### src/rtl/oahi_pkg.sv
// Shared types and constants for the open-addressing hash insert block.
package oahi_pkg;

  localparam int KEY_W       = 34;
  localparam int METHOD_W    = 2;
  localparam int STATUS_W    = 2;
  localparam int SLOT_W      = 6;
  localparam int COUNT_W     = 7;
  localparam int DIGIT_W     = 4;
  localparam int DIGITS      = (KEY_W + DIGIT_W - 1) / DIGIT_W;
  localparam int KEY_PAD_W   = DIGITS * DIGIT_W;
  localparam int DIGIT_CNT_W = $clog2(DIGITS);
  localparam int S_TDATA_W   = ((KEY_W + METHOD_W + 7) / 8) * 8;
  localparam int M_TDATA_W   = ((STATUS_W + SLOT_W + COUNT_W + 7) / 8) * 8;
  localparam int DBL_BASE    = 7;
  localparam int R7_W        = 3;

  typedef enum logic [METHOD_W-1:0] {
    PM_LINEAR    = 2'd0,
    PM_QUADRATIC = 2'd1,
    PM_DOUBLE    = 2'd2,
    PM_INVALID   = 2'd3
  } method_e;

  typedef enum logic [STATUS_W-1:0] {
    ST_INSERTED   = 2'd0,
    ST_FULL       = 2'd1,
    ST_BAD_METHOD = 2'd2
  } status_e;

  typedef struct packed {
    logic    load;
    logic    advance;
    method_e method;
  } probe_ctrl_t;

  // One radix-16 step of the running remainder modulo 7.
  function automatic logic [R7_W-1:0] mod7_step(input logic [R7_W-1:0] rem,
                                               input logic [DIGIT_W-1:0] digit);
    logic [R7_W+DIGIT_W-1:0] v;
    v = {rem, digit};
    for (int k = 3; k >= 0; k--) begin
      if (v >= (R7_W + DIGIT_W)'(DBL_BASE << k)) begin
        v = v - (R7_W + DIGIT_W)'(DBL_BASE << k);
      end
    end
    return v[R7_W-1:0];
  endfunction

endpackage

### src/rtl/oahi_hash.sv
// Digit-serial remainder unit: key mod table size and key mod 7.
module oahi_hash #(
  parameter int TABLE_SIZE = 16
) (
  input  logic                           clk_i,
  input  logic                           rst_ni,
  input  logic                           start_i,
  input  logic [oahi_pkg::KEY_W-1:0]     key_i,
  output logic                           done_o,
  output logic [$clog2(TABLE_SIZE)-1:0]  home_o,
  output logic [oahi_pkg::R7_W-1:0]      r7_o
);

  localparam int IW = $clog2(TABLE_SIZE);
  localparam int RW = IW + oahi_pkg::DIGIT_W;

  logic [oahi_pkg::KEY_PAD_W-1:0]   sh_q;
  logic [IW-1:0]                    rn_q, rn_d;
  logic [oahi_pkg::R7_W-1:0]        r7_q;
  logic [oahi_pkg::DIGIT_CNT_W-1:0] cnt_q;
  logic                             busy_q, done_q;
  logic [oahi_pkg::DIGIT_W-1:0]     digit;
  logic [RW-1:0]                    rn_v;

  assign digit = sh_q[oahi_pkg::KEY_PAD_W-1 -: oahi_pkg::DIGIT_W];

  always_comb begin
    rn_v = {rn_q, digit};
    for (int k = 3; k >= 0; k--) begin
      if (rn_v >= RW'(TABLE_SIZE << k)) begin
        rn_v = rn_v - RW'(TABLE_SIZE << k);
      end
    end
    rn_d = rn_v[IW-1:0];
  end

  always_ff @(posedge clk_i or negedge rst_ni) begin
    if (!rst_ni) begin
      sh_q   <= '0;
      rn_q   <= '0;
      r7_q   <= '0;
      cnt_q  <= '0;
      busy_q <= 1'b0;
      done_q <= 1'b0;
    end else begin
      done_q <= 1'b0;
      if (start_i) begin
        sh_q   <= oahi_pkg::KEY_PAD_W'(key_i);
        rn_q   <= '0;
        r7_q   <= '0;
        cnt_q  <= '0;
        busy_q <= 1'b1;
      end else if (busy_q) begin
        sh_q  <= sh_q << oahi_pkg::DIGIT_W;
        rn_q  <= rn_d;
        r7_q  <= oahi_pkg::mod7_step(r7_q, digit);
        cnt_q <= cnt_q + 1'b1;
        if (cnt_q == oahi_pkg::DIGIT_CNT_W'(oahi_pkg::DIGITS - 1)) begin
          busy_q <= 1'b0;
          done_q <= 1'b1;
        end
      end
    end
  end

  assign done_o = done_q;
  assign home_o = rn_q;
  assign r7_o   = r7_q;

endmodule

### src/rtl/oahi_probe_gen.sv
// Probe slot sequencer: steps the candidate slot with a modular adder.
module oahi_probe_gen #(
  parameter int TABLE_SIZE = 16
) (
  input  logic                           clk_i,
  input  logic                           rst_ni,
  input  oahi_pkg::probe_ctrl_t          ctrl_i,
  input  logic [$clog2(TABLE_SIZE)-1:0]  home_i,
  input  logic [oahi_pkg::R7_W-1:0]      r7_i,
  output logic [$clog2(TABLE_SIZE)-1:0]  slot_o
);

  localparam int IW = $clog2(TABLE_SIZE);
  localparam int SW = IW + 1;
  localparam int CW = SW + oahi_pkg::R7_W;

  logic [IW-1:0] slot_q, inc_q;
  logic [IW-1:0] slot_d, inc_d, step_n;
  logic [SW-1:0] slot_sum, inc_sum;
  logic [CW-1:0] step_v;

  always_comb begin
    slot_sum = {1'b0, slot_q} + {1'b0, inc_q};
    if (slot_sum >= SW'(TABLE_SIZE)) begin
      slot_sum = slot_sum - SW'(TABLE_SIZE);
    end
    slot_d = slot_sum[IW-1:0];

    inc_sum = {1'b0, inc_q} + SW'(2);
    if (inc_sum >= SW'(TABLE_SIZE)) begin
      inc_sum = inc_sum - SW'(TABLE_SIZE);
    end
    inc_d = inc_sum[IW-1:0];

    step_v = CW'(oahi_pkg::R7_W'(oahi_pkg::DBL_BASE) - r7_i);
    for (int k = 0; k < 3; k++) begin
      if (step_v >= CW'(TABLE_SIZE)) begin
        step_v = step_v - CW'(TABLE_SIZE);
      end
    end
    step_n = step_v[IW-1:0];
  end

  always_ff @(posedge clk_i or negedge rst_ni) begin
    if (!rst_ni) begin
      slot_q <= '0;
      inc_q  <= '0;
    end else if (ctrl_i.load) begin
      slot_q <= home_i;
      case (ctrl_i.method)
        oahi_pkg::PM_DOUBLE: inc_q <= step_n;
        default:             inc_q <= IW'(1);
      endcase
    end else if (ctrl_i.advance) begin
      slot_q <= slot_d;
      case (ctrl_i.method)
        oahi_pkg::PM_QUADRATIC: inc_q <= inc_d;
        default:                inc_q <= inc_q;
      endcase
    end
  end

  assign slot_o = slot_q;

endmodule

### src/rtl/open_addressing_hash_insert.sv
// Top level of the open-addressing hash insert block.
// An accepted word runs through the radix-16 remainder unit, then one probe per
// cycle until a slot is found or all TABLE_SIZE probes hit occupied slots; an
// invalid method goes straight to the result. One word in flight at a time.
// Reset: asynchronous, active low; every slot marked empty, sequencer idle.
module open_addressing_hash_insert #(
  parameter int TABLE_SIZE = 16
) (
  input  logic                              clk_i,
  input  logic                              rst_ni,
  input  logic                              s_axis_tvalid,
  output logic                              s_axis_tready,
  // [33:0] key_value, [35:34] probe_method
  input  logic [oahi_pkg::S_TDATA_W-1:0]    s_axis_tdata,
  output logic                              m_axis_tvalid,
  input  logic                              m_axis_tready,
  // [1:0] status, [7:2] slot_index, [14:8] probe_count
  output logic [oahi_pkg::M_TDATA_W-1:0]    m_axis_tdata
);

  localparam int IW = $clog2(TABLE_SIZE);
  localparam int CNT_W = IW + 1;

  typedef enum logic [1:0] {
    S_IDLE,
    S_HASH,
    S_PROBE,
    S_OUT
  } state_e;

  state_e                        state_q;
  logic [oahi_pkg::KEY_W-1:0]    key_q;
  oahi_pkg::method_e             method_q;
  logic [CNT_W-1:0]              cnt_q;
  oahi_pkg::status_e             res_status_q;
  logic [IW-1:0]                 res_slot_q;
  logic [CNT_W-1:0]              res_count_q;
  logic [TABLE_SIZE-1:0]         valid_q;
  logic [oahi_pkg::KEY_W-1:0]    key_mem [TABLE_SIZE];

  logic [oahi_pkg::KEY_W-1:0]    in_key;
  oahi_pkg::method_e             in_method;
  logic                          hash_start, hash_done;
  logic [IW-1:0]                 home;
  logic [oahi_pkg::R7_W-1:0]     r7;
  logic [IW-1:0]                 slot;
  logic                          slot_busy, last_probe, wr_en;
  oahi_pkg::probe_ctrl_t         probe_ctrl;

  assign in_key    = s_axis_tdata[oahi_pkg::KEY_W-1:0];
  assign in_method = oahi_pkg::method_e'(
                       s_axis_tdata[oahi_pkg::KEY_W +: oahi_pkg::METHOD_W]);

  assign s_axis_tready = (state_q == S_IDLE);
  assign m_axis_tvalid = (state_q == S_OUT);

  assign hash_start = (state_q == S_IDLE) && s_axis_tvalid &&
                      (in_method != oahi_pkg::PM_INVALID);
  assign slot_busy  = valid_q[slot];
  assign last_probe = (cnt_q == CNT_W'(TABLE_SIZE - 1));
  assign wr_en      = (state_q == S_PROBE) && !slot_busy;

  assign probe_ctrl.load    = (state_q == S_HASH) && hash_done;
  assign probe_ctrl.advance = (state_q == S_PROBE) && slot_busy && !last_probe;
  assign probe_ctrl.method  = method_q;

  oahi_hash #(
    .TABLE_SIZE(TABLE_SIZE)
  ) u_hash (
    .clk_i  (clk_i),
    .rst_ni (rst_ni),
    .start_i(hash_start),
    .key_i  (in_key),
    .done_o (hash_done),
    .home_o (home),
    .r7_o   (r7)
  );

  oahi_probe_gen #(
    .TABLE_SIZE(TABLE_SIZE)
  ) u_probe_gen (
    .clk_i  (clk_i),
    .rst_ni (rst_ni),
    .ctrl_i (probe_ctrl),
    .home_i (home),
    .r7_i   (r7),
    .slot_o (slot)
  );

  always_ff @(posedge clk_i or negedge rst_ni) begin
    if (!rst_ni) begin
      state_q      <= S_IDLE;
      key_q        <= '0;
      method_q     <= oahi_pkg::PM_LINEAR;
      cnt_q        <= '0;
      res_status_q <= oahi_pkg::ST_INSERTED;
      res_slot_q   <= '0;
      res_count_q  <= '0;
    end else begin
      case (state_q)
        S_IDLE: begin
          if (s_axis_tvalid) begin
            key_q    <= in_key;
            method_q <= in_method;
            if (in_method == oahi_pkg::PM_INVALID) begin
              res_status_q <= oahi_pkg::ST_BAD_METHOD;
              res_slot_q   <= '0;
              res_count_q  <= '0;
              state_q      <= S_OUT;
            end else begin
              state_q <= S_HASH;
            end
          end
        end
        S_HASH: begin
          cnt_q <= '0;
          if (hash_done) begin
            state_q <= S_PROBE;
          end
        end
        S_PROBE: begin
          if (!slot_busy) begin
            res_status_q <= oahi_pkg::ST_INSERTED;
            res_slot_q   <= slot;
            res_count_q  <= cnt_q;
            state_q      <= S_OUT;
          end else if (last_probe) begin
            res_status_q <= oahi_pkg::ST_FULL;
            res_slot_q   <= '0;
            res_count_q  <= CNT_W'(TABLE_SIZE);
            state_q      <= S_OUT;
          end else begin
            cnt_q <= cnt_q + 1'b1;
          end
        end
        S_OUT: begin
          if (m_axis_tready) begin
            state_q <= S_IDLE;
          end
        end
        default: state_q <= S_IDLE;
      endcase
    end
  end

  always_ff @(posedge clk_i or negedge rst_ni) begin
    if (!rst_ni) begin
      valid_q <= '0;
    end else if (wr_en) begin
      valid_q[slot] <= 1'b1;
    end
  end

  always_ff @(posedge clk_i) begin
    if (wr_en) begin
      key_mem[slot] <= key_q;
    end
  end

  assign m_axis_tdata = oahi_pkg::M_TDATA_W'({
                          oahi_pkg::COUNT_W'(res_count_q),
                          oahi_pkg::SLOT_W'(res_slot_q),
                          res_status_q});

`ifndef SYNTH
  a_one_side: assert property (@(posedge clk_i) disable iff (!rst_ni)
    !(s_axis_tready && m_axis_tvalid))
    else $error("input ready while a result is pending");

  a_accept_busy: assert property (@(posedge clk_i) disable iff (!rst_ni)
    (s_axis_tvalid && s_axis_tready) |=> !s_axis_tready)
    else $error("accepted a word while busy");

  a_inserted_marked: assert property (@(posedge clk_i) disable iff (!rst_ni)
    (m_axis_tvalid && res_status_q == oahi_pkg::ST_INSERTED) |-> valid_q[res_slot_q])
    else $error("inserted slot not marked occupied");

  a_full_count: assert property (@(posedge clk_i) disable iff (!rst_ni)
    (m_axis_tvalid && res_status_q == oahi_pkg::ST_FULL) |->
      (res_count_q == CNT_W'(TABLE_SIZE)))
    else $error("full result with wrong probe count");
`endif

endmodule

### config.mk
export PLATFORM = sky130hd
export DESIGN_NAME = open_addressing_hash_insert
export DESIGN_NICKNAME = d
export VERILOG_FILES = /design/src/rtl/oahi_pkg.sv /design/src/rtl/oahi_hash.sv /design/src/rtl/oahi_probe_gen.sv /design/src/rtl/open_addressing_hash_insert.sv
export SDC_FILE = /design/constraint.sdc
export NUM_CORES = 1
export LEC_CHECK = 0
export BUFFER_PORTS_ARGS = -buffer_cell sky130_fd_sc_hd__buf_2
export CORE_UTILIZATION = 59
export DETAILED_ROUTE_END_ITERATION = 10
export GPL_ROUTABILITY_DRIVEN = 0
export GPL_TIMING_DRIVEN = 0
export PLACE_DENSITY_LB_ADDON = 0.05
export SYNTH_ARGS = -nofsm -noshare
export SYNTH_HDL_FRONTEND = slang
export SYNTH_HIERARCHICAL = 1
export SYNTH_SLANG_ARGS = --single-unit
### constraint.sdc
create_clock -name clk_i -period 5.16 [get_ports clk_i]
set_input_delay 0.258 -clock clk_i [delete_from_list [all_inputs] [get_ports clk_i]]
set_output_delay 0.258 -clock clk_i [all_outputs]
set_load 0.01 [all_outputs]
* After elaboration in Yosys (flattened, before gate mapping)
Index checks and enable logic that the tools add are counted.
** Storage, ports and cells
- Bits in registers :: 93
- Bits in latches :: 0
- Memory bits (writable) :: 0
- ROM bits :: 0
- Input bits :: 44
- Output and inout port bits :: 18
- Word-level logic and storage cells :: 153
- Memories :: 0
** Operators by class
- Add/subtract/negate cells :: 18
- Multipliers :: 0
- Div/mod/pow operators :: 0
- Order comparisons :: 15
- Eq/ne operators :: 16
- Shift-type cells :: 0
- Muxes and demuxes :: 68
- Bitwise gates (word level) :: 1
- Reductions and logical operators :: 20
** Operators by type and width (count)
- two-way mux 36 bit :: 2
- two-way mux 4 bit :: 18
- two-way mux 7 bit :: 9
- two-way mux 8 bit :: 5
- >= comparator 8 x 5 -> 1 bit (second input constant) :: 4
- two-way mux 5 bit :: 6
- two-way mux 2 bit :: 10
- case mux 5 bit (2 select lines) :: 2
- OR 16 bit :: 1
- subtractor 4 x 1 -> 4 bit (second input constant) :: 4
- subtractor 8 x 5 -> 8 bit (second input constant) :: 2
- >= comparator 5 bit (second input constant) :: 2
- nonzero test 2 bit :: 5
- two-way mux 3 bit :: 3
- equality test 2 bit (second input constant) :: 4
- >= comparator 8 x 6 -> 1 bit (second input constant) :: 1
- >= comparator 8 x 7 -> 1 bit (second input constant) :: 1
- >= comparator 8 bit (second input constant) :: 1
- two-way mux 1 bit :: 8
- inequality test 2 bit (second input constant) :: 4
- case mux 2 bit (4 select lines) :: 1
- case mux 4 bit (2 select lines) :: 1
- AND reduction 4 bit :: 2
- subtractor 8 x 6 -> 8 bit (second input constant) :: 1
- other kinds (30) :: 41

* Logic depth before layout (Yosys ltp)
Gate-level depths: netlist of run 1.
- Depth in word-level cells :: 16
- Depth in mapped cells :: 18
- Depth with buffers taken out :: 17

* Modules after synthesis
The synthesis of run 1 kept the hierarchy.
** By module, submodules not included
- oahi_hash :: instances 1, cells each 304, area each 2890.3 um2
- open_addressing_hash_insert :: instances 1, cells each 160, area each 1815.5 um2
- oahi_probe_gen :: instances 1, cells each 59, area each 565.5 um2

* Worst setup path after synthesis of run 1
OpenSTA, ideal clock, no wires.
- Path kind :: register -> register
- From :: register u_hash/sh_q[34] (netlist bit)
- To :: register u_hash.r7_q, in the netlist u_hash/r7_o[0]
- Library setup time :: 0.104 ns
- Arrival time :: 3.543 ns
- Required time :: 5.056 ns
- Slack :: 1.512 ns
- Cell stages (with the launch flop) :: 16
- Path buffers :: 1
- Period minus slack after synthesis :: 3.648 ns
- Path through :: dfrtp_1 > buf_6 > or4b_4 > o211ai_1 > o21ai_1 > ha_1 > or3_1 > o211ai_1 > nand4_2 > xnor2_1 > ha_1 > inv_1 > a21oi_1 > a211oi_2 > or4b_1 > o311ai_1
** On the way
- Word-level cells in the longest chain between the ends :: 16
- Elaborated cells on any way between the ends :: 20
- Classes of those cells :: 4 x add/sub; 4 x order compare; 12 x mux
** Ends and longest elaborated chain
- start: declaration :: line oahi_hash.sv:17 : logic [oahi_pkg::KEY_PAD_W-1:0] sh_q;
- start signal: assignment :: line oahi_hash.sv:48 : sh_q <= oahi_pkg::KEY_PAD_W'(key_i);
- start signal: assignment :: line oahi_hash.sv:54 : sh_q <= sh_q << oahi_pkg::DIGIT_W;
- subtractor 7 x 6 -> 7 bit or >= comparator 7 x 6 -> 1 bit (tied branches) :: line oahi_pkg.sv:44, oahi_pkg.sv:43
- two-way mux 7 bit * :: line oahi_pkg.sv:43 : if (v >= (R7_W + DIGIT_W)'(DBL_BASE << k)) begin
- two-way mux 7 bit * :: line oahi_hash.sv:53 : end else if (busy_q) begin
- two-way mux 7 bit * :: line oahi_hash.sv:47 : if (start_i) begin
- subtractor 7 x 5 -> 7 bit or >= comparator 7 x 5 -> 1 bit (tied branches) :: line oahi_pkg.sv:44, oahi_pkg.sv:43
- two-way mux 7 bit * :: line oahi_pkg.sv:43
- two-way mux 7 bit * :: line oahi_hash.sv:53
- two-way mux 7 bit * :: line oahi_hash.sv:47
- subtractor 7 x 4 -> 7 bit or >= comparator 7 x 4 -> 1 bit (tied branches) :: line oahi_pkg.sv:44, oahi_pkg.sv:43
- two-way mux 7 bit * :: line oahi_pkg.sv:43
- two-way mux 7 bit * :: line oahi_hash.sv:53
- two-way mux 7 bit * :: line oahi_hash.sv:47
- >= comparator 7 x 3 -> 1 bit or subtractor 3 bit (tied branches) :: line oahi_pkg.sv:43, oahi_pkg.sv:44
- two-way mux 3 bit * :: line oahi_pkg.sv:43
- two-way mux 3 bit * :: line oahi_hash.sv:53
- two-way mux 3 bit * :: line oahi_hash.sv:47
- end signal: assignment :: line oahi_hash.sv:56 : r7_q <= oahi_pkg::mod7_step(r7_q, digit);
- end: declaration :: line oahi_hash.sv:19 : logic [oahi_pkg::R7_W-1:0] r7_q;
Mark *: on every way between the ends. The rest lies on a longest branch, timed or not. The select of a mux whose other input is x is not followed.
A chain may end at the register's enable or synchronous reset.

* Worst setup path after layout of run 1
- From :: register u_hash.r7_q, in the netlist u_hash/r7_o[0]
- To :: register u_hash.r7_q, in the netlist u_hash/r7_o[0]
** On the way
- Word-level cells in the longest chain between the ends :: 16
- Elaborated cells on any way between the ends :: 20
- Classes of those cells :: 4 x add/sub; 4 x order compare; 12 x mux
** Ends and longest elaborated chain (line)
- subtractor 7 x 6 -> 7 bit or >= comparator 7 x 6 -> 1 bit (tied branches) :: oahi_pkg.sv:44, oahi_pkg.sv:43
- two-way mux 7 bit * :: oahi_pkg.sv:43
- two-way mux 7 bit * :: oahi_hash.sv:53
- two-way mux 7 bit * :: oahi_hash.sv:47
- subtractor 7 x 5 -> 7 bit or >= comparator 7 x 5 -> 1 bit (tied branches) :: oahi_pkg.sv:44, oahi_pkg.sv:43
- two-way mux 7 bit * :: oahi_pkg.sv:43
- two-way mux 7 bit * :: oahi_hash.sv:53
- two-way mux 7 bit * :: oahi_hash.sv:47
- subtractor 7 x 4 -> 7 bit or >= comparator 7 x 4 -> 1 bit (tied branches) :: oahi_pkg.sv:44, oahi_pkg.sv:43
- two-way mux 7 bit * :: oahi_pkg.sv:43
- two-way mux 7 bit * :: oahi_hash.sv:53
- two-way mux 7 bit * :: oahi_hash.sv:47
- >= comparator 7 x 3 -> 1 bit or subtractor 3 bit (tied branches) :: oahi_pkg.sv:43, oahi_pkg.sv:44
- two-way mux 3 bit * :: oahi_pkg.sv:43
- two-way mux 3 bit * :: oahi_hash.sv:53
- two-way mux 3 bit * :: oahi_hash.sv:47
Marks and branches as above.

==> impl_summary.txt, run 1 <==
----------------------------------------------------
[Route]
  Number of search-and-repair iterations in the first detailed-routing pass ... 4
  Post-DR wirelength/cell ... 15.03 microns
  Antenna Nets Post-Route ... 0
  Avg Vias per Cell ... 5.651
  Final wirelength ... 10.59 mm
  Iteration-0 DRC count of the detailed router ... 165
  Total DRC errors in the routed layout ... 0
  Vias ... 3984

[Logic synthesis]
  Syn Inst Count ... 523
  Post-synthesis sequential element count ... 93
  Synth top area cells ... sky130_fd_sc_hd__dfrtp_1 44%, sky130_fd_sc_hd__mux2i_1 10%, sky130_fd_sc_hd__o21ai_0 4.7%
  Most common cell in the synthesized netlist ... sky130_fd_sc_hd__dfrtp_1
  Number of enable-type register cells in the synthesized netlist ... 0
  Mapped cell area ... 5271 sq um
  Mean post-synth cell area ... 10.08 sq um
  Unique cell type count in the Yosys netlist ... 71
  Top cells by count, synth ... 93 x sky130_fd_sc_hd__dfrtp_1, 63 x sky130_fd_sc_hd__nand2_1, 54 x sky130_fd_sc_hd__mux2i_1, 50 x sky130_fd_sc_hd__o21ai_0, 33 x sky130_fd_sc_hd__inv_1
  Area fraction of the dominant cell type after synthesis ... 0.4415
  Yosys warning count ... 6
  Synth Flop Type ... sky130_fd_sc_hd__dfrtp_1
  Post-synth ARST share ... 1.000
  Cell type contributing the most total cell area after synthesis ... sky130_fd_sc_hd__dfrtp_1
  Register area share after synthesis ... 0.4415

[Worst hold path]
  Classification of the worst-slack hold path ... in -> reg

[STA]
  Clock period minus final worst setup slack ... 4156 ps
  Final cycle utilization of the critical path ... 0.8053
  Worst Tran Pin Value ... 781.5 ps
  Final count of pins violating max slew ... 0
  Setup repair after global routing missed its margin ... false
  Clock skew after layout ... 21.23 ps
  Hold violation count in the final report ... 0
  Maximum clock frequency ... 240.6 MHz
  Setup-violating endpoint count in the final report ... 0
  WHS ... 98.53 ps
  Relative slew slack ... 0.4790
  Setup tns final ... 0 ps

[Place]
  DP HPWL ... 7.787 mm
  Port buffer count ... 52
  Placed Instances ... 688

[Setup path]
  Worst path bufs/invs ... 2
  Critical path class ... reg -> reg
  Signal arrival time at the worst endpoint ... 4420 ps
  Most repeated library cell on the critical path ... sky130_fd_sc_hd__ha_1
  Chain of cells forming the critical path ... ha_1 -> buf_4 -> a21oi_2 -> o211ai_1 -> o21ai_1 -> ha_1 -> o21a_1 -> a311oi_1 -> a211oi_1 -> nand4_2 -> xnor2_1 -> ha_1 -> inv_1 -> a21oi_1 -> a211oi_2 -> or4b_1 -> o311ai_1
  Largest driver fanout on the critical path ... 10
  Required time reported for the critical path endpoint ... 5420 ps
  Crit path launch type ... flip-flop
  CP max-delay cell ... sky130_fd_sc_hd__dfrtp_1
  Worst Setup End Kind ... flip-flop
  CP max stage delay ... 500 ps
  Top cell family by delay on the critical path ... compound AO/OA/AOI/OAI gates

[CTS]
  CTS buffer count ... 9
  CTS H-tree depth ... 3
  Master cell of the clock root buffer ... sky130_fd_sc_hd__clkbuf_8
  Number of gates resized after CTS ... 0
  Register clock-pin slew on the reported worst setup and hold paths ... 100 ps
  Number of buffers added to fix hold violations after cts ... 1
  TritonCTS clock tree ... done
  Post-CTS setup buffers ... 0
  Clk sinks ... 93
  Clock Tree Buf Depth ... 2
  Clk Latency, worst-skew pair ... 370 ps

[Flow run]
  Max capacitance violation total ... 0

[Cells and area]
  Final-layout fill cell count ... 709
  Non-filler instance count after layout ... 705
  Finished Core Util ... 0.6814
  Diodes inserted ... 0
  Share of final-layout standard cells stronger than drive strength 1 ... 0.1893
  Layout overhead on the synthesized area ... 12.18%
  Nets@finish ... 654

[Power and ir drop]
  Largest vdd supply drop ... 0.0003300 V
  Final Power ... 3.644 mW
  Total power per unit cell area ... 616.2 nW/um^2
  Cell leakage power ... 2.841 nW

[Floorplan]
  Die Outline Area ... 9316 sq um
  Ports ... 62
  Number of cell rows ... 34
  Overall die height ... 96.52 microns
  Horiz. Die Dim ... 96.52 microns
  Effective utilization at floorplan ... 0.6074
  Core region area ... 8678 sq um

[Global route]
  Largest net degree at the start of global routing ... 53
  Wire length of the first global-routing pass ... 17.49 mm
  Antenna violations before repair ... 0
  Total congestion overflow ... 0
  Overall track demand over capacity in global routing ... 0.2448
  Via count of the first global-routing pass ... 3764

[Outcome]
  Status ... finished clean

----------------------------------------------------
[kinds of logic (layout without fill, tap and decap cells)]
group           Yosys count  count (layout)  share of synthesized area
xor+xnor                 10              10                    0.01804
compound gates          117             117                     0.1495
buf+inv                  67             137                    0.05958
simple gates            150             150                     0.1476
other cells               1               5                  0.0007114
flops                    93              93                     0.4415
fa+ha+maj                18              18                    0.04415
mux                      67              67                     0.1389
[layer usage]
metal / global-route usage / wire (microns)
met5: 0 / 0
met4: 0.08701 / 185
met1: 0.3364 / 5166
met2: 0.3944 / 4931
met3: 0.03912 / 311
[sequential cells by signal, indices dropped and copies added (netlist names)]
signal and flops:
u_hash/sh_q 36, valid_q 16, cnt_q 5, res_count_q 5, res_slot_q 4, u_hash/cnt_q 4
u_hash/home_o 4, u_probe_gen/inc_q 4, u_probe_gen/slot_o 4, u_hash/r7_o 3, method_q 2, res_status_q 2
state_q 2, u_hash/busy_q 1, u_hash/done_o 1
[worst paths after layout]
kind / endpoint / cells after the start / start / slack, ps
max: u_hash/r7_o[0] / 17 / u_hash/r7_o[0] / 1000
min: u_hash/sh_q[10] / 3 / s_axis_tdata[10] / 100
max reg2reg: u_hash/r7_o[0] / 17 / u_hash/r7_o[0] / 1000
min reg2reg: valid_q[4] / 2 / valid_q[4] / 470
max in group asynchronous: u_hash/sh_q[28] / 3 / rst_ni / 4100
min in group asynchronous: res_slot_q[0] / 2 / rst_ni / 410
[power by group]
group          switching (mW)  total (mW)  internal (mW)
registers               0.214        1.22           1.00
clock network           0.281       0.468          0.187
logic                    1.08        1.96          0.881
[worst reg2reg max path, stage by stage (launching register included)]
cell	delay (ps)
sky130_fd_sc_hd__dfrtp_1	500
sky130_fd_sc_hd__ha_1	250
sky130_fd_sc_hd__buf_4	160
sky130_fd_sc_hd__a21oi_2	280
sky130_fd_sc_hd__o211ai_1	140
sky130_fd_sc_hd__o21ai_1	200
sky130_fd_sc_hd__ha_1	240
sky130_fd_sc_hd__o21a_1	190
sky130_fd_sc_hd__a311oi_1	110
sky130_fd_sc_hd__a211oi_1	380
sky130_fd_sc_hd__nand4_2	270
sky130_fd_sc_hd__xnor2_1	280
sky130_fd_sc_hd__ha_1	230
sky130_fd_sc_hd__inv_1	50
sky130_fd_sc_hd__a21oi_1	150
sky130_fd_sc_hd__a211oi_2	80
sky130_fd_sc_hd__or4b_1	470
sky130_fd_sc_hd__o311ai_1	90
[through the flow]
step / cell area [sq um] / setup slack, ps
2_1_floorplan: 5286 / 1512
3_3_place_gp: 5682 / 1169
3_5_place_dp: 5712 / 1101
4_1_cts: 5913 / 1075
5_1_grt: 5913 / 635.2
6_report: 5913 / 1004
[layout by cell type (no fill, tap or decap), types with 3 or more instances in the layout]
master                     instances
sky130_fd_sc_hd__dfrtp_1          93
sky130_fd_sc_hd__nand2_1          63
sky130_fd_sc_hd__buf_2            56
sky130_fd_sc_hd__mux2i_1          54
sky130_fd_sc_hd__o21ai_0          50
sky130_fd_sc_hd__inv_1            33
sky130_fd_sc_hd__nor2_1           26
sky130_fd_sc_hd__clkbuf_1         17
sky130_fd_sc_hd__ha_1             17
sky130_fd_sc_hd__o21bai_1         12
sky130_fd_sc_hd__nand3_1          10
sky130_fd_sc_hd__nand2b_1         10
sky130_fd_sc_hd__clkbuf_8          9
sky130_fd_sc_hd__mux2_2            8
sky130_fd_sc_hd__a21oi_1           7
sky130_fd_sc_hd__nand3b_1          7
sky130_fd_sc_hd__buf_4             7
sky130_fd_sc_hd__o211ai_1          5
sky130_fd_sc_hd__a31oi_1           5
sky130_fd_sc_hd__conb_1            5
sky130_fd_sc_hd__xor2_1            5
sky130_fd_sc_hd__a21o_1            5
sky130_fd_sc_hd__mux4_2            4
sky130_fd_sc_hd__nor2b_1           4
sky130_fd_sc_hd__o21a_1            4
sky130_fd_sc_hd__xnor2_1           4
sky130_fd_sc_hd__and3_1            3
sky130_fd_sc_hd__buf_6             3
sky130_fd_sc_hd__o31ai_1           3
sky130_fd_sc_hd__nor3b_1           3
sky130_fd_sc_hd__nor3_1            3
[area by class of cell]
cell class / instances / area (sq um) / share of cell area
buffer: 34 / 190.2 / 0.03216
clock buffer: 9 / 123.9 / 0.02095
inverter: 33 / 123.9 / 0.02095
clock inverter: 7 / 67.56 / 0.01143
timing repair buffer: 54 / 300.3 / 0.05078
multi-input combinational: 367 / 2645 / 0.4473
sequential: 93 / 2327 / 0.3936
tap: 108 / 135.1 / 0.02285
Power figures use the tool's default switching activity.
==> run 2, diff against run 1 <==
CORE_UTILIZATION = 53   (was 59)
clock period = 3.45 ns   (was 5.16 ns; I/O delays follow)
==> run 2 against run 1 <==
The flow now finishes with violations (setup timing); cell count up 6.1%; flip-flop and latch count unchanged; register-to-register slack lost 1300 ps; combinational power rose by 77%; clock skew down 5.2 ps; critical path depth is 3 lower; non-clock buffer count up 18; highest routed layer unchanged; largest cell class unchanged.
==> impl_summary.txt, run 2 (same netlist as run 1, synthesis figures left out) <==
----------------------------------------------------
[Cells and area]
  Nets@finish ... 672 (+2.8%)
  Multi-input gate area ... 2756 sq um (+4.2%)
  Largest registers ranked by flip-flop count ... u_hash/sh_q (36), valid_q (16)
  Most frequent standard cell in the layout excluding fill and tap cells ... sky130_fd_sc_hd__dfrtp_1
  Area taken by flip-flops and latches ... 2331 sq um (+0.16%)
  Diodes inserted ... 0 (unchanged)
  Largest reg by FF count ... u_hash/sh_q
  Final-layout fill cell count ... 833 (+17%)
  Number of flip-flops under the largest register name ... 36 (unchanged)
  Most frequent cells in the layout ... 90 x sky130_fd_sc_hd__dfrtp_1, 63 x sky130_fd_sc_hd__nand2_1, 55 x sky130_fd_sc_hd__buf_2
  Layout overhead on the synthesized area ... 17.37%
  Share of final-layout standard cells stronger than drive strength 1 ... 0.2472 (+0.05787)

[Outcome]
  Status ... finished, violations left
  Failing checks ... setup timing

[STA]
  Worst Tran Pin Value ... 804.5 ps (+22.94 ps)
  Clock skew after layout ... 16.02 ps (-5.209 ps)
  Setup tns final ... -533.3 ps (-533.3 ps)
  Relative slew slack ... 0.4637 (-0.01529)
  Worst setup slack after layout ... -282.0 ps (-1286 ps)
  Hold violation count in the final report ... 0 (unchanged)
  Clock period minus final worst setup slack ... 3732 ps (-423.6 ps)
  Final cycle utilization of the critical path ... 1.082 (+0.2764)
  WHS ... 14.13 ps (-84.40 ps)
  Setup repair after global routing missed its margin ... true
  Setup-violating endpoint count in the final report ... 2 (+2)
  Final count of pins violating max slew ... 0 (unchanged)
  Maximum clock frequency ... 268.0 MHz (+11%)

[Global route]
  GR Layer Usage met1 ... 0.3190 (-0.01747)
  Met2 track demand over resource ... 0.3971 (+0.002723)
  Largest net degree at the start of global routing ... 60 (+13%)
  Overall track demand over capacity in global routing ... 0.2360 (-0.008816)
  Wire length of the first global-routing pass ... 19.00 mm (+8.6%)
  Total congestion overflow ... 0 (unchanged)
  Via count of the first global-routing pass ... 3970 (+5.5%)
  Layer carrying the most global-route usage ... met2
  Antenna violations before repair ... 0 (unchanged)
  Met3 track demand over resource in global routing ... 0.02899 (-0.01014)

[Setup path]
  Most repeated library cell on the critical path ... sky130_fd_sc_hd__o211ai_1
  Critical path class ... reg -> reg
  Worst Setup End Kind ... flip-flop
  CP max-delay cell ... sky130_fd_sc_hd__or4b_4
  CP max stage delay ... 560 ps (+60 ps)
  Signal arrival time at the worst endpoint ... 3990 ps (-430 ps)
  Largest driver fanout on the critical path ... 4 (-6)
  Required time reported for the critical path endpoint ... 3710 ps (-1710 ps)
  Chain of cells forming the critical path ... or4b_4 -> o211ai_1 -> o21ai_2 -> ha_4 -> or3_4 -> o211ai_1 -> nand4_2 -> xnor2_2 -> ha_2 -> inv_2 -> a21oi_2 -> a211oi_2 -> or4b_1 -> o311ai_2
  Crit path launch type ... flip-flop

[Route]
  Post-DR wirelength/cell ... 15.42 microns (+2.6%)
  Number of search-and-repair iterations in the first detailed-routing pass ... 5 (+1)
  Vias ... 4063 (+2.0%)
  Total DRC errors in the routed layout ... 0 (unchanged)
  Iteration-0 DRC count of the detailed router ... 154 (-6.7%)
  Avg Vias per Cell ... 5.432 (-3.9%)
  Final wirelength ... 11.53 mm (+8.9%)
  Antenna Nets Post-Route ... 0 (unchanged)

[Flow run]
  Max capacitance violation total ... 0 (unchanged)

[Floorplan]
  Horiz. Die Dim ... 101.7 microns (+5.4%)
  Core region area ... 9684 sq um (+12%)
  Effective utilization at floorplan ... 0.5443 (-0.06310)
  Number of cell rows ... 36 (+5.9%)
  Die Outline Area ... 10350 sq um (+11%)
  Overall die height ... 101.7 microns (+5.4%)
  Ports ... 62 (unchanged)

[CTS]
  CTS H-tree depth ... 3 (unchanged)
  Clk sinks ... 93 (unchanged)
  CTS buffer count ... 9 (unchanged)
  Master cell of the clock root buffer ... sky130_fd_sc_hd__clkbuf_8
  Clock Tree Buf Depth ... 2 (unchanged)
  TritonCTS clock tree ... done
  Register clock-pin slew on the reported worst setup and hold paths ... 110 ps (about the same)
  Clk Latency, worst-skew pair ... 360 ps (about the same)

[Place]
  DP HPWL ... 7.892 mm (+1.3%)
  Port buffer count ... 52 (unchanged)
  Worst slack at placement ... -684.9 ps (-1785 ps)

[Power and ir drop]
  Total power per unit cell area ... 968.9 nW/um^2 (+57%)
  Cell leakage power ... 2.939 nW (+3.5%)
  Largest vdd supply drop ... 0.0006911 V (+110%)
  Final Power ... 5.995 mW (+65%)

[Worst hold path]
  Classification of the worst-slack hold path ... in -> reg

----------------------------------------------------
[run 2: changes by cell type in the layout (fill, tap and decap cells not counted), moves of 2 or more]
cell / delta
sky130_fd_sc_hd__a21oi_1: -2
sky130_fd_sc_hd__ha_4: +2
sky130_fd_sc_hd__dfrtp_2: +3
sky130_fd_sc_hd__dfrtp_1: -3
sky130_fd_sc_hd__o21ai_2: +2
sky130_fd_sc_hd__clkinv_4: -2
sky130_fd_sc_hd__buf_4: +20
sky130_fd_sc_hd__ha_1: -3
[run 2: repair_timing]
item | in CTS | in global routing
endpoints found under the setup margin | 3 | 3
gates resized for setup | 12 | 13
setup buffers | 13 | 7
hold buffers | 1 | 0
pin swaps | 7 | 12
hold endpoints to repair | 34 | 0
[run 2: layout make-up]
cell class,count,area share
Clock inverter,7,0.009909
Clock buffer,9,0.02002
Tap cell,133,0.02690
Timing Repair Buffer,74,0.07280
Sequential cell,93,0.3767
Buffer,32,0.02811
Inverter,33,0.02002
Multi-Input combinational cell,367,0.4455
[run 2: power breakdown]
| part | switching (mW) | internal, mW | leakage (nW) |
|---|---|---|---|
| logic | 1.82 | 1.65 | 1.66 |
| clock network | 0.432 | 0.279 | 0.0945 |
| registers | 0.309 | 1.50 | 1.19 |
[run 2: worst paths after layout]
path / startpoint / endpoint / slack (ps) / cells past startpoint
worst max-delay path: u_hash/sh_q[33] / u_hash/r7_o[0] / -280 / 14
worst min register to register: valid_q[13] / valid_q[13] / 480 / 1
worst min-delay path: s_axis_tdata[10] / u_hash/sh_q[10] / 10 / 3
worst max register to register: u_hash/sh_q[33] / u_hash/r7_o[0] / -280 / 14
min in group asynchronous: rst_ni / res_slot_q[3] / 300 / 2
max in group asynchronous: rst_ni / u_hash/r7_o[0] / 2480 / 3
[run 2: stage by stage]
step           cell area, sq um  cells  utilization
3_5_place_dp               5757    713       0.5944
6_report                   6187    748       0.6389
2_1_floorplan              5300    527            -
4_1_cts                    6093    743       0.6292
5_1_grt                    6187    748       0.6389
3_3_place_gp               5727    712       0.5913
[run 2: metal layers]
| metal | part of all wire | up-vias | routed length, microns |
|---|---|---|---|
| met3 | 0.030 | 15 | 350 |
| met2 | 0.50 | 90 | 5723 |
| li1 | - | 2002 | - |
| met5 | 0 | - | 0 |
| met1 | 0.46 | 1956 | 5308 |
| met4 | 0.013 | 0 | 149 |
[run 2: worst max-delay path, delay by kind of cell, from the launching register on]
| kind | cells | cell delay [ps] |
|---|---|---|
| AO/OA/AOI/OAI | 6 | 780 |
| buffers and inverters | 1 | 40 |
| flip-flops | 1 | 450 |
| XOR/XNOR | 1 | 230 |
| adder cells (fa/ha/maj) | 2 | 480 |
| AND/OR/NAND/NOR | 4 | 1660 |
==> run 3, diff against run 2 <==
ABC_AREA = 1   (was default)
SKIP_CTS_REPAIR_TIMING = 1   (was default)
==> run 3 against run 2 <==
The run now ends clean; synthesized cell count increased by 22%; maximum frequency increased by 18%; clock skew about the same; combinational power fell by 8.9%; first-iteration DRC count is 3.2% lower; worst setup slack better by 580 ps; hold slack better by 5.7 ps; via count grew 5.3%; core utilization decreased by 1.2 points.
==> impl_summary.txt, run 3 <==
----------------------------------------------------
[Outcome]
  Status ... finished clean

[Setup path]
  Register-to-Register Path Depth ... 21 (+7)
  Worst setup slack for register-to-register paths ... 300 ps (+580 ps)
  Signal arrival time at the worst endpoint ... 3430 ps (-560 ps)
  Crit path launch type ... flip-flop
  Worst path bufs/invs ... 0 (-1)
  Worst Setup SP ... u_hash/r7_o[0]
  Top cell family by delay on the critical path ... simple AND/OR/NAND/NOR gates
  Count of cell instances traversed by the critical path ... 21 (+7)
  Worst Setup End Kind ... flip-flop
  Largest driver fanout on the critical path ... 5 (+1)
  Most repeated library cell on the critical path ... sky130_fd_sc_hd__nand2_1
  Critical path class ... reg -> reg
  CP max-delay cell ... sky130_fd_sc_hd__dfrtp_1
  CP max stage delay ... 450 ps (-110 ps)
  Launch instance of the worst register-to-register path ... u_hash/r7_o[0]
  Required time reported for the critical path endpoint ... 3730 ps (+20 ps)
  Chain of cells forming the critical path ... ha_1 -> nand2_1 -> nand2_1 -> o21bai_2 -> nand2_1 -> nand2_1 -> o21ai_0 -> nand2_1 -> ha_1 -> nand3_2 -> nand2_2 -> nor2_2 -> nand2_2 -> nand2_1 -> nand2_1 -> ha_1 -> nand2_1 -> nand3_2 -> nand2_1 -> nand3_1 -> nand2_1

[Logic synthesis]
  Top cells by count, synth ... 209 x sky130_fd_sc_hd__nand2_1, 93 x sky130_fd_sc_hd__dfrtp_1, 70 x sky130_fd_sc_hd__inv_1, 33 x sky130_fd_sc_hd__nand3_1, 33 x sky130_fd_sc_hd__nor2_1
  Mapped cell area ... 5206 sq um (-1.2%)
  Area fraction of the dominant cell type after synthesis ... 0.4470 (+0.005517)
  Post-synth ARST share ... 1.000 (unchanged)
  Register area share after synthesis ... 0.4470 (+0.005517)
  Syn Inst Count ... 638 (+22%)
  Unique cell type count in the Yosys netlist ... 40 (-44%)
  Synth Flop Type ... sky130_fd_sc_hd__dfrtp_1
  Post-synthesis sequential element count ... 93 (unchanged)
  Number of enable-type register cells in the synthesized netlist ... 0 (unchanged)
  Cell type contributing the most total cell area after synthesis ... sky130_fd_sc_hd__dfrtp_1
  Mean post-synth cell area ... 8.160 sq um (-19%)
  Synth top area cells ... sky130_fd_sc_hd__dfrtp_1 45%, sky130_fd_sc_hd__nand2_1 15%, sky130_fd_sc_hd__inv_1 5.0%
  Yosys warning count ... 6 (unchanged)
  Most common cell in the synthesized netlist ... sky130_fd_sc_hd__nand2_1

[STA]
  Relative slew slack ... 0.5756 (+0.1120)
  Clock skew after layout ... 16.43 ps (+0.4137 ps)
  Final cycle utilization of the critical path ... 0.9140 (-0.1677)
  Setup repair after global routing missed its margin ... false
  Clock period minus final worst setup slack ... 3153 ps (-578.7 ps)
  Maximum clock frequency ... 317.1 MHz (+18%)
  Setup-violating endpoint count in the final report ... 0 (-2)
  Worst Tran Pin Value ... 634.2 ps (-170.3 ps)
  Final count of pins violating max slew ... 0 (unchanged)
  Hold violation count in the final report ... 0 (unchanged)
  Setup tns final ... 0 ps (+533.3 ps)

[Cells and area]
  Largest reg by FF count ... u_hash/sh_q
  Diodes inserted ... 0 (unchanged)
  Final-layout fill cell count ... 895 (+7.4%)
  Most frequent standard cell in the layout excluding fill and tap cells ... sky130_fd_sc_hd__nand2_1
  Share of final-layout standard cells stronger than drive strength 1 ... 0.1899 (-0.05728)
  Number of flip-flops under the largest register name ... 36 (unchanged)
  Most frequent cells in the layout ... 209 x sky130_fd_sc_hd__nand2_1, 93 x sky130_fd_sc_hd__dfrtp_1, 70 x sky130_fd_sc_hd__inv_1
  Nets@finish ... 769 (+14%)
  Largest registers ranked by flip-flop count ... u_hash/sh_q (36), valid_q (16)
  Layout overhead on the synthesized area ... 12.76%

[Route]
  Total DRC errors in the routed layout ... 0 (unchanged)
  Final wirelength ... 10.72 mm (-7.0%)
  Number of search-and-repair iterations in the first detailed-routing pass ... 4 (-1)
  Avg Vias per Cell ... 5.095 (-6.2%)
  Iteration-0 DRC count of the detailed router ... 149 (-3.2%)
  Post-DR wirelength/cell ... 12.77 microns (-17%)
  Antenna Nets Post-Route ... 0 (unchanged)
  Vias ... 4280 (+5.3%)

[Place]
  DP HPWL ... 7.976 mm (+1.1%)
  Port buffer count ... 52 (unchanged)

[CTS]
  Clk sinks ... 93 (unchanged)
  CTS buffer count ... 9 (unchanged)
  Clk Latency, worst-skew pair ... 350 ps (about the same)
  TritonCTS clock tree ... done
  CTS H-tree depth ... 3 (unchanged)
  Clock Tree Buf Depth ... 2 (unchanged)
  Master cell of the clock root buffer ... sky130_fd_sc_hd__clkbuf_8
  Register clock-pin slew on the reported worst setup and hold paths ... 100 ps (about the same)

[Floorplan]
  Effective utilization at floorplan ... 0.5555 (+0.01123)
  Overall die height ... 101.1 microns (-0.61%)
  Ports ... 62 (unchanged)
  Die Outline Area ... 10220 sq um (-1.2%)
  Number of cell rows ... 35 (-2.8%)
  Horiz. Die Dim ... 101.1 microns (-0.61%)
  Core region area ... 9371 sq um (-3.2%)

[Worst hold path]
  Classification of the worst-slack hold path ... in -> reg
  Hold path startpoint ... s_axis_tdata[4]
  Cell depth of the worst min-delay path ... 3 (unchanged)

[Global route]
  Antenna violations before repair ... 0 (unchanged)
  Via count of the first global-routing pass ... 4157 (+4.7%)
  Wire length of the first global-routing pass ... 18.71 mm (-1.5%)
  Largest net degree at the start of global routing ... 63 (+5.0%)
  Total congestion overflow ... 0 (unchanged)
  Overall track demand over capacity in global routing ... 0.2288 (-0.007133)

[Power and ir drop]
  Cell leakage power ... 2.999 nW (+2.0%)
  Final Power ... 5.643 mW (-5.9%)
  Largest vdd supply drop ... 0.0007461 V (+8.0%)
  Total power per unit cell area ... 961.2 nW/um^2 (-0.79%)

[Flow run]
  Max capacitance violation total ... 0 (unchanged)

----------------------------------------------------
## run 3: cell count changes after synthesis, moves of 6 or more
cell	before	now
sky130_fd_sc_hd__nand2_1	63	209
sky130_fd_sc_hd__mux2i_1	54	0
sky130_fd_sc_hd__inv_1	33	70
sky130_fd_sc_hd__nand3_1	10	33
sky130_fd_sc_hd__o21ai_0	50	28
sky130_fd_sc_hd__o221ai_1	0	13
sky130_fd_sc_hd__nand2_2	1	13
sky130_fd_sc_hd__nand3_2	0	11
sky130_fd_sc_hd__a22oi_1	1	11
sky130_fd_sc_hd__nand2b_1	10	0
sky130_fd_sc_hd__clkbuf_1	17	9
sky130_fd_sc_hd__nor2_1	26	33
sky130_fd_sc_hd__mux2_2	8	2
## run 3: cells by family (layout without fill, tap and decap cells)
| family | after synthesis | after routing | synth area share |
|---|---|---|---|
| multiplexers | 2 | 2 | 0.004326 |
| AO/OA/AOI/OAI | 93 | 93 | 0.1223 |
| AND/OR/NAND/NOR | 323 | 323 | 0.2826 |
| flip-flops | 93 | 93 | 0.4470 |
| XOR/XNOR | 8 | 8 | 0.01346 |
| buffers and inverters | 100 | 169 | 0.08483 |
| other | 1 | 5 | 0.0007203 |
| adder cells (fa/ha/maj) | 18 | 18 | 0.04470 |
## run 3: worst paths after layout
kind / endpoint
max: u_hash/r7_o[1]
min: u_hash/sh_q[4]
max reg2reg: u_hash/r7_o[1]
min reg2reg: res_slot_q[0]
max in group asynchronous: u_hash/r7_o[1]
min in group asynchronous: valid_q[8]
## run 3: layer usage
layer  vias up  part of all wire  global-route usage
met5         -                 0                   0
met3        10             0.033             0.03121
met2        76              0.50              0.4082
met4         0             0.010             0.06355
li1       2187                 -                   -
met1      2007              0.46              0.2911
## run 3: area by class of cell
class                           instances  area [sq um]  share of cell area
Sequential cell                        93          2327              0.3964
Clock inverter                          5         60.06             0.01023
Inverter                               76         287.8             0.04902
Tap cell                              129         161.4             0.02749
Timing Repair Buffer                   54         300.3             0.05115
Buffer                                 24         153.9             0.02621
Multi-Input combinational cell        449          2452              0.4177
Clock buffer                           10         127.6             0.02174
## run 3: stage by stage
| step | cell area, sq um | instances | setup WS [ps] | hold slack, ps | util |
|---|---|---|---|---|---|
| CTS | 5861 | 839 | 343.3 | -243.5 | 0.6254 |
| global placement | 5643 | 823 | 514.2 | 381.9 | 0.6021 |
| global route | 5871 | 840 | 41.39 | 14.22 | 0.6264 |
| floorplan | 5221 | 642 | 762.5 | -123.1 | - |
| detailed placement | 5673 | 824 | 371.3 | 143.6 | 0.6053 |
| finish | 5871 | 840 | 296.7 | 19.81 | 0.6264 |
## run 3: power by group
| part | internal, mW | switching, mW | leakage [nW] |
|---|---|---|---|
| Clock | 0.336 | 0.379 | 0.0931 |
| Combinational | 1.12 | 2.04 | 1.70 |
| Sequential | 1.50 | 0.275 | 1.21 |
| Total | 2.95 | 2.69 | 3.00 |
## run 3: worst min-delay path, cell delays in order
cell and delay [ps]:
sky130_fd_sc_hd__buf_2 70, sky130_fd_sc_hd__nand2_1 40, sky130_fd_sc_hd__o221ai_1 50
